<file path="config.mk">
export PLATFORM = sky130hd
export DESIGN_NAME = sample_without_replacement_core
export DESIGN_NICKNAME = d
export VERILOG_FILES = /design/src/rtl/swr_pkg.sv /design/src/rtl/sample_without_replacement_core.sv /design/src/rtl/swr_cell.sv /design/src/rtl/swr_divider.sv
export VERILOG_INCLUDE_DIRS = /design/src /design/src/rtl
export SDC_FILE = /design/constraint.sdc
export NUM_CORES = 2
export LEC_CHECK = 0
export BUFFER_PORTS_ARGS = -buffer_cell sky130_fd_sc_hd__buf_2
export CAP_MARGIN = 20
export CORE_UTILIZATION = 33
export CTS_CLUSTER_SIZE = 30
export DETAILED_ROUTE_END_ITERATION = 10
export PLACE_DENSITY = 0.46
export SLEW_MARGIN = 20
export SYNTH_ARGS = -nofsm -noshare
export SYNTH_HDL_FRONTEND = slang
export SYNTH_HIERARCHICAL = 1
export SYNTH_SLANG_ARGS = --single-unit
</file>
<file path="constraint.sdc">
create_clock -name clk -period 18.35 [get_ports clk]
set_input_delay 2.7525 -clock clk [delete_from_list [all_inputs] [get_ports clk]]
set_output_delay 2.7525 -clock clk [all_outputs]
set_load 0.1 [all_outputs]
</file>
<file path="src/rtl/sample_without_replacement_core_macros.svh">
// Assertion macros shared by the sampling core RTL.
`ifndef SAMPLE_WITHOUT_REPLACEMENT_CORE_MACROS_SVH
`define SAMPLE_WITHOUT_REPLACEMENT_CORE_MACROS_SVH

// Same-cycle implication, disabled during reset.
`define SWR_ASSERT_IMP(label, clk, rst, ante, cons, msg) \
  label: assert property (@(posedge clk) disable iff (!rst) (ante) |-> (cons)) \
    else $error(msg);

// Next-cycle implication, disabled during reset.
`define SWR_ASSERT_NXT(label, clk, rst, ante, cons, msg) \
  label: assert property (@(posedge clk) disable iff (!rst) (ante) |=> (cons)) \
    else $error(msg);

`endif

</file>
<file path="src/rtl/swr_pkg.sv">
// Package for the sampling core: widths, codes, state and control types.
package swr_pkg;

  localparam int WORD_W        = 32;
  localparam int CNT_W         = 9;
  localparam int OUT_W         = 8;
  localparam int CFG_IDX_W     = 1;
  localparam int MAX_RANGE_DEF = 256;
  localparam int CFG_RESET     = 256;
  localparam int GROUP         = 16;
  localparam int CAP_LIMIT     = (1 << CNT_W) - 1;
  localparam int STEP_W        = $clog2(WORD_W);

  localparam logic [CFG_IDX_W-1:0] REG_SET_SIZE   = 1'b0;
  localparam logic [CFG_IDX_W-1:0] REG_PICK_COUNT = 1'b1;

  typedef enum logic [2:0] {
    ST_IDLE,
    ST_CHECK,
    ST_DIV,
    ST_SEL,
    ST_MERGE,
    ST_RESULT
  } swr_state_t;

  typedef struct packed {
    logic             refill;
    logic             shift;
    logic [CNT_W-1:0] pos;
  } swr_cell_ctrl_t;

  typedef struct packed {
    logic              start;
    logic [WORD_W-1:0] dividend;
    logic [CNT_W-1:0]  divisor;
  } swr_div_req_t;

  typedef struct packed {
    logic             done;
    logic [CNT_W-1:0] rem;
  } swr_div_rsp_t;

endpackage

</file>
<file path="src/rtl/sample_without_replacement_core.sv">
// Top level of the sampling core: control, draw counter, cell chain and selection tree.
//
// Draws distinct values from 0..N-1, N being set_size capped at SIZE_CAP, one
// result per request. A request is taken only while the core is idle; a restart
// in the request refills the list and clears the draw count in the acceptance
// cycle. A draw goes from acceptance through a check state, the bit-serial
// remainder unit (32 steps of word mod remaining count, then its done flag), the
// selection tree (group registers, then the merge into the result register) while
// the cell chain shifts down, and the load of the output register. An exhausted
// draw goes from the check state straight to the result state. The core returns
// to idle as the result is loaded and takes its next request from there. Reset
// loads the list directly; there is no clearing pass. The output register lets a
// finished result wait on out_stall while the core takes its next request; that
// next result then waits in the core until the register frees.
module sample_without_replacement_core
  import swr_pkg::*;
#(
  parameter int MAX_RANGE = MAX_RANGE_DEF
) (
  input  logic                 clk,
  input  logic                 rst_n,
  input  logic                 in_valid,
  output logic                 in_stall,
  input  logic [WORD_W-1:0]    in_random_word,
  input  logic                 in_restart,
  output logic                 out_valid,
  input  logic                 out_stall,
  output logic [OUT_W-1:0]     out_picked_value,
  output logic                 out_last_pick,
  output logic                 out_exhausted,
  input  logic                 cfg_we,
  input  logic [CFG_IDX_W-1:0] cfg_index,
  input  logic [CNT_W-1:0]     cfg_wdata
);

  `include "sample_without_replacement_core_macros.svh"

  localparam int VW       = $clog2(MAX_RANGE);
  localparam int SIZE_CAP = (MAX_RANGE < CAP_LIMIT) ? MAX_RANGE : CAP_LIMIT;
  localparam int NG       = (SIZE_CAP + GROUP - 1) / GROUP;

  swr_state_t        state_r, state_nxt;
  logic [CNT_W-1:0]  set_size_r, pick_count_r;
  logic [CNT_W-1:0]  count_r, count_nxt;
  logic [WORD_W-1:0] word_r;
  logic [CNT_W-1:0]  pos_r, pos_nxt;
  logic [OUT_W-1:0]  res_val_r, res_val_nxt;
  logic              res_last_r, res_last_nxt;
  logic              res_exh_r, res_exh_nxt;
  logic              out_valid_r, out_valid_nxt;
  logic [OUT_W-1:0]  out_val_r;
  logic              out_last_r, out_exh_r;
  logic              out_load;
  logic              in_acc;
  logic [CNT_W-1:0]  eff_w, left_w;
  logic              possible;
  logic [VW-1:0]     merged;

  swr_cell_ctrl_t    cell_ctrl;
  swr_div_req_t      div_req;
  swr_div_rsp_t      div_rsp;

  logic [VW-1:0]     cell_val [MAX_RANGE];
  logic [VW-1:0]     grp_r    [NG];
  logic [VW-1:0]     grp_nxt  [NG];

  assign in_stall = (state_r != ST_IDLE);
  assign in_acc   = in_valid && !in_stall;

  assign eff_w    = ({1'b0, set_size_r} > (CNT_W + 1)'(SIZE_CAP)) ?
                    CNT_W'(SIZE_CAP) : set_size_r;
  assign possible = (count_r < eff_w) && (count_r < pick_count_r);
  assign left_w   = eff_w - count_r;

  // configuration
  always_ff @(posedge clk) begin
    if (!rst_n) begin
      set_size_r   <= CNT_W'(CFG_RESET);
      pick_count_r <= CNT_W'(CFG_RESET);
    end else if (cfg_we) begin
      unique case (cfg_index)
        REG_SET_SIZE:   set_size_r   <= cfg_wdata;
        REG_PICK_COUNT: pick_count_r <= cfg_wdata;
        default: ;
      endcase
    end
  end

  // cell chain
  assign cell_ctrl.refill = in_acc && in_restart;
  assign cell_ctrl.shift  = (state_r == ST_SEL);
  assign cell_ctrl.pos    = pos_r;

  for (genvar j = 0; j < MAX_RANGE; j++) begin : g_cell
    logic [VW-1:0] nb;
    if (j == MAX_RANGE - 1) begin : g_top
      assign nb = cell_val[j];
    end else begin : g_mid
      assign nb = cell_val[j+1];
    end
    swr_cell #(
      .VW  (VW),
      .IDX (j)
    ) u_cell (
      .clk      (clk),
      .rst_n    (rst_n),
      .ctrl     (cell_ctrl),
      .next_val (nb),
      .val      (cell_val[j])
    );
  end

  // selection tree: groups of cells, then groups
  for (genvar g = 0; g < NG; g++) begin : g_grp
    localparam int LO = g * GROUP;
    localparam int HI = (LO + GROUP < SIZE_CAP) ? LO + GROUP : SIZE_CAP;
    always_comb begin
      grp_nxt[g] = '0;
      for (int k = LO; k < HI; k++) begin
        if (pos_r == CNT_W'(k)) begin
          grp_nxt[g] = grp_nxt[g] | cell_val[k];
        end
      end
    end
    always_ff @(posedge clk) begin
      grp_r[g] <= grp_nxt[g];
    end
  end

  always_comb begin
    merged = '0;
    for (int g = 0; g < NG; g++) begin
      merged = merged | grp_r[g];
    end
  end

  // remainder unit
  assign div_req.start    = (state_r == ST_CHECK) && possible;
  assign div_req.dividend = word_r;
  assign div_req.divisor  = left_w;

  swr_divider u_div (
    .clk   (clk),
    .rst_n (rst_n),
    .req   (div_req),
    .rsp   (div_rsp)
  );

  // control
  always_comb begin
    state_nxt     = state_r;
    count_nxt     = count_r;
    pos_nxt       = pos_r;
    res_val_nxt   = res_val_r;
    res_last_nxt  = res_last_r;
    res_exh_nxt   = res_exh_r;
    out_load      = 1'b0;
    out_valid_nxt = out_valid_r && out_stall;
    unique case (state_r)
      ST_IDLE: begin
        if (in_acc) begin
          if (in_restart) begin
            count_nxt = '0;
          end
          state_nxt = ST_CHECK;
        end
      end
      ST_CHECK: begin
        if (possible) begin
          res_exh_nxt = 1'b0;
          state_nxt   = ST_DIV;
        end else begin
          res_val_nxt  = '0;
          res_last_nxt = 1'b0;
          res_exh_nxt  = 1'b1;
          state_nxt    = ST_RESULT;
        end
      end
      ST_DIV: begin
        if (div_rsp.done) begin
          pos_nxt   = div_rsp.rem;
          state_nxt = ST_SEL;
        end
      end
      ST_SEL: begin
        count_nxt = count_r + 1'b1;
        state_nxt = ST_MERGE;
      end
      ST_MERGE: begin
        res_val_nxt  = OUT_W'(merged);
        res_last_nxt = (count_r == pick_count_r);
        state_nxt    = ST_RESULT;
      end
      ST_RESULT: begin
        if (!out_valid_r || !out_stall) begin
          out_load      = 1'b1;
          out_valid_nxt = 1'b1;
          state_nxt     = ST_IDLE;
        end
      end
      default: state_nxt = ST_IDLE;
    endcase
  end

  always_ff @(posedge clk) begin
    if (!rst_n) begin
      state_r     <= ST_IDLE;
      count_r     <= '0;
      out_valid_r <= 1'b0;
    end else begin
      state_r     <= state_nxt;
      count_r     <= count_nxt;
      out_valid_r <= out_valid_nxt;
    end
  end

  always_ff @(posedge clk) begin
    if (in_acc) begin
      word_r <= in_random_word;
    end
    pos_r      <= pos_nxt;
    res_val_r  <= res_val_nxt;
    res_last_r <= res_last_nxt;
    res_exh_r  <= res_exh_nxt;
    if (out_load) begin
      out_val_r  <= res_val_r;
      out_last_r <= res_last_r;
      out_exh_r  <= res_exh_r;
    end
  end

  assign out_valid        = out_valid_r;
  assign out_picked_value = out_val_r;
  assign out_last_pick    = out_last_r;
  assign out_exhausted    = out_exh_r;

  `SWR_ASSERT_IMP(a_exh_clean, clk, rst_n, out_valid && out_exhausted,
                  out_picked_value == '0 && !out_last_pick, "exhausted result carries data")
  `SWR_ASSERT_IMP(a_count_cap, clk, rst_n, 1'b1, count_r <= CNT_W'(SIZE_CAP),
                  "draw count above range")
  `SWR_ASSERT_NXT(a_sel_count, clk, rst_n, state_r == ST_SEL,
                  count_r == CNT_W'($past(count_r) + 1'b1), "count did not advance on shift")
  `SWR_ASSERT_IMP(a_pos_range, clk, rst_n, state_r == ST_SEL, pos_r < left_w,
                  "position beyond remaining list")

endmodule

</file>
<file path="src/rtl/swr_cell.sv">
// One list cell: holds a value, refills to its index, shifts down from its upper neighbor.
module swr_cell
  import swr_pkg::*;
#(
  parameter int VW  = 8,
  parameter int IDX = 0
) (
  input  logic           clk,
  input  logic           rst_n,
  input  swr_cell_ctrl_t ctrl,
  input  logic [VW-1:0]  next_val,
  output logic [VW-1:0]  val
);

  localparam bit FAR = (IDX >= (1 << CNT_W));

  logic [VW-1:0] val_r;
  logic          at_or_above;

  assign at_or_above = FAR || (ctrl.pos <= CNT_W'(IDX));
  assign val         = val_r;

  always_ff @(posedge clk) begin
    if (!rst_n || ctrl.refill) begin
      val_r <= VW'(IDX);
    end else if (ctrl.shift && at_or_above) begin
      val_r <= next_val;
    end
  end

endmodule

</file>
<file path="src/rtl/swr_divider.sv">
// Bit-serial restoring remainder unit: 32-bit word mod a 9-bit divisor.
module swr_divider
  import swr_pkg::*;
(
  input  logic         clk,
  input  logic         rst_n,
  input  swr_div_req_t req,
  output swr_div_rsp_t rsp
);

  `include "sample_without_replacement_core_macros.svh"

  localparam logic [STEP_W-1:0] LAST_STEP = STEP_W'(WORD_W - 1);

  logic              busy_r, busy_nxt;
  logic              done_r, done_nxt;
  logic [STEP_W-1:0] cnt_r, cnt_nxt;
  logic [WORD_W-1:0] word_r, word_nxt;
  logic [CNT_W-1:0]  rem_r, rem_nxt;
  logic [CNT_W-1:0]  div_r, div_nxt;
  logic [CNT_W:0]    trial;
  logic [CNT_W:0]    diff;

  assign trial = {rem_r, word_r[WORD_W-1]};
  assign diff  = trial - {1'b0, div_r};

  always_comb begin
    busy_nxt = busy_r;
    done_nxt = 1'b0;
    cnt_nxt  = cnt_r;
    word_nxt = word_r;
    rem_nxt  = rem_r;
    div_nxt  = div_r;
    if (req.start) begin
      busy_nxt = 1'b1;
      cnt_nxt  = '0;
      word_nxt = req.dividend;
      rem_nxt  = '0;
      div_nxt  = req.divisor;
    end else if (busy_r) begin
      word_nxt = {word_r[WORD_W-2:0], 1'b0};
      rem_nxt  = (trial >= {1'b0, div_r}) ? diff[CNT_W-1:0] : trial[CNT_W-1:0];
      cnt_nxt  = cnt_r + 1'b1;
      if (cnt_r == LAST_STEP) begin
        busy_nxt = 1'b0;
        done_nxt = 1'b1;
      end
    end
  end

  always_ff @(posedge clk) begin
    if (!rst_n) begin
      busy_r <= 1'b0;
      done_r <= 1'b0;
      cnt_r  <= '0;
    end else begin
      busy_r <= busy_nxt;
      done_r <= done_nxt;
      cnt_r  <= cnt_nxt;
    end
  end

  always_ff @(posedge clk) begin
    word_r <= word_nxt;
    rem_r  <= rem_nxt;
    div_r  <= div_nxt;
  end

  assign rsp.done = done_r;
  assign rsp.rem  = rem_r;

  `SWR_ASSERT_NXT(a_div_start_busy, clk, rst_n, req.start, busy_r, "divider not busy after start")
  `SWR_ASSERT_NXT(a_div_last_done, clk, rst_n, busy_r && !req.start && cnt_r == LAST_STEP, done_r, "divider missed done")
  `SWR_ASSERT_IMP(a_div_rem_range, clk, rst_n, done_r, rem_r < div_r, "remainder not below divisor")

endmodule

</file>
==> run metrics <==
DIE AREA=359,000 um^2; last weighted congestion value of the routability-driven placer=0.924; leftover overflow at the end of global routing=0; CP Data Required Time=19.15 ns; Cell Count Post-Placement=17,100; via count=107,000; Ports=60; count of TritonRoute iterations in the first routing pass=9; category of the worst setup path capture point=register; x dimension of the die=approximately 600 um; area of the placeable core=354,000 um^2; largest vdd supply drop=0.0985 mV; count of instances resized after the clock tree is built=0; worst setup path startpoint=in_valid; reg2reg setup slack=about 12 ns; antenna-violating nets left=0; count of buffers added by post-CTS timing repair for setup=0; maximum number of pins on one net before global-route repair=132; Post-Synthesis Mean Instance Area=9.12 um^2; core occupancy in the finished layout=0.370; H-tree Lvls=5; final instance count without filler cells=17,600; netlist area before placement=118,000 um^2; clock period minus worst slack=6.58 ns; RR Endpoint=grp_r[1][10]$_DFF_P_; synth top area cells=dfxtp_1 38%, mux2i_1 9.7%, nor2_1 4.0%; wire length of the first global-routing pass=slightly above 700,000 um; Period Utilization, post-route=0.359; final count of hold timing violations=0; arrival time of data at the critical path endpoint=about 7.4 ns; share of flip-flops with an asynchronous set or reset=0; Iter 0 DRT Violations=12,400; final setup violation count=0; via count of the first global-routing pass=102,000; number of antenna violations at the first check in global routing=33; clock insertion delay at the later pin of the skew report=0.94 ns; result of the run=finished, final reports clean; leak pwr=43.7 nW; most numerous cell in the Yosys netlist=dfxtp_1; Clock Pin Slew Worst Setup and Hold Paths=0.06 ns; end point of the critical path=g_cell[28].u_cell/val[1]$_SDFFE_PP0P_; critical path peak fanout=131; layout cells sized above 1=0.102; maxcap violations=0; largest area contributor in the synthesized netlist=dfxtp_1; Register-to-Register Path Depth=10; Filler cells=35,500; share of the synthesized area in the top cell type=0.378; top cell types by occurrence after synthesis=2,223 x dfxtp_1, 1,259 x nor2_1, 1,193 x nand2_1; setup repair after global routing missed its margin=no; root cell of the clock tree=clkbuf_16; Area growth syn-to-layout=11.1%; total number of yosys warnings=6; Buffers on Ports=59; row count=218; sum of routed wire length over all layers=496,000 um; average via count per standard cell=6.09; Setup Total Neg Slack=0 ns; clock tree from TritonCTS=built; Synth cell types=approximately 160; tightest slew margin relative to the limit=0.125; startpoint of the most critical register-to-register path=pos_r[2]$_DFFE_PP_; clock sink total=about 2,300; kind of critical path=in -> reg; Achievable Freq=0.152 GHz; number of synthesized flops with an enable pin=102; Post-Syn Nets=13,000; Worst Skew=about 0.052 ns; final slew viol count=0; CTS Hold Bufs=0; kind of start point of the critical path=input pin; number of buffers between clock root and the deepest sink=4; TritonCTS Buffers=282; pwr dens=90.8 nW/um^2; hold crit path type=reg -> reg; gr usage total=0.264; slew of the pin with the lowest slew margin=1.31 ns; number of design rule violations left after detail routing=0; sequential fraction of the synthesis area=0.404; nets=12,700; Synth Flop Type=dfxtp_1; detailed-route wire length per cell=28.1 um; Chip Height=between 500 and 600 um; Starting Density=0.333; Yosys reg bits=roughly 2,300; Post-Synthesis Cells=12,900; dpl hpwl=334,000 um
==> per-stage QoR <==
step / worst slack, ns / power (mW) / hold slack, ns / area, um^2
after detailed placement: 10.81 / 6.18 / 0.420 / 121000
after CTS: 11.80 / 12.0 / 0.432 / 131000
after floorplan: 5.41 / 6.02 / 0.400 / 118000
after global routing: 11.56 / 12.3 / 0.441 / 131000
final: 11.77 / 11.9 / 0.428 / 131000
after global placement: 10.90 / 6.16 / 0.407 / 121000
==> final cells by class <==
type	instances	area, um^2	share of cell area
repair buffers	225	1830	0.0140
flip-flops and latches	2325	47600	0.364
multi-input cells	9621	65200	0.499
inverters	202	773	0.00591
clock buffers	402	8210	0.0628
well taps	4730	5920	0.0453
clock inverters	90	1160	0.00886
diodes	23	57.6	0.000440
==> metal layers <==
| metal | GRT usage | part of all wire |
|---|---|---|
| met5 | 0 | 0.00024 |
| met4 | 0.0919 | 0.036 |
| met3 | 0.0419 | 0.079 |
| met2 | 0.411 | 0.44 |
| met1 | 0.367 | 0.44 |
==> registers in the layout (all words and copies together), names as in the netlist, 32 cells and up <==
| signal | count |
|---|---|
| g_cell.u_cell/val | 2048 |
| grp_r | 128 |
| u_div/word_r | 32 |
| word_r | 32 |
==> cell families after synthesis <==
kind of cell               share of synthesized area
and+or+nand+nor                                0.238
AOI/OAI and AO/OA                              0.208
DFF                                            0.404
muxes                                          0.102
buffers and inverters                         0.0425
adders and majority gates                    0.00353
xor gates and xnor gates                     0.00156
==> worst min-delay path by stage <==
| stage | cells past startpoint | to | start |
|---|---|---|---|
| 6_report | 0 | out_last_pick$_DFFE_PP_ | res_last_r$_SDFFCE_PN0P_ |
| 5_1_grt | 0 | out_last_pick$_DFFE_PP_ | res_last_r$_SDFFCE_PN0P_ |
| 4_1_cts | 0 | out_exhausted$_DFFE_PP_ | res_exh_r$_DFFE_PP_ |
| 3_5_place_dp | 0 | out_exhausted$_DFFE_PP_ | res_exh_r$_DFFE_PP_ |
| 3_3_place_gp | 0 | out_exhausted$_DFFE_PP_ | res_exh_r$_DFFE_PP_ |
| 2_1_floorplan | 0 | out_exhausted$_DFFE_PP_ | res_exh_r$_DFFE_PP_ |
==> power breakdown <==
group	leakage, nW	internal [mW]	switching [mW]
sequential	18.9	5.18	0.0693
combinational	20.1	0.261	0.566
clock	4.62	3.42	2.36
total	43.7	8.87	3.00
==> critical path, cell delays in order <==
cell and delay [ns]:
buf_2 0.12, inv_1 0.05, nor2_2 0.09, buf_4 0.40, nand2_1 0.29, inv_8 0.44, buf_4 0.67, buf_12 0.55
buf_4 0.65, nand2b_1 0.63, a311o_1 0.23, o31ai_2 0.07
==> cells in the final DEF (no fill, tap or decap), types with 46 or more instances in the layout <==
cell	synthesis	final
and4_1	79	79
nand2b_1	289	289
a22o_1	265	265
a21oi_1	475	475
dfxtp_1	2223	2223
clkbuf_1	197	58
clkbuf_8	0	55
a31oi_1	251	249
nand3_1	804	804
o31ai_2	46	46
clkbuf_16	0	289
buf_2	185	58
nor2_1	1259	1255
nand2_1	1193	1193
o211a_1	58	58
nor4_1	145	138
a221oi_1	223	223
o21ai_1	400	400
o211ai_1	74	74
buf_4	20	143
a22oi_1	407	407
nand4_1	289	289
o21ai_0	202	202
o31ai_1	191	191
inv_1	201	199
nand3b_1	61	61
a2111oi_0	65	64
and3_1	278	278
edfxtp_1	102	102
mux2i_1	1141	1141
nor2b_1	322	318
No activity file was read; power rests on OpenSTA's default activity.
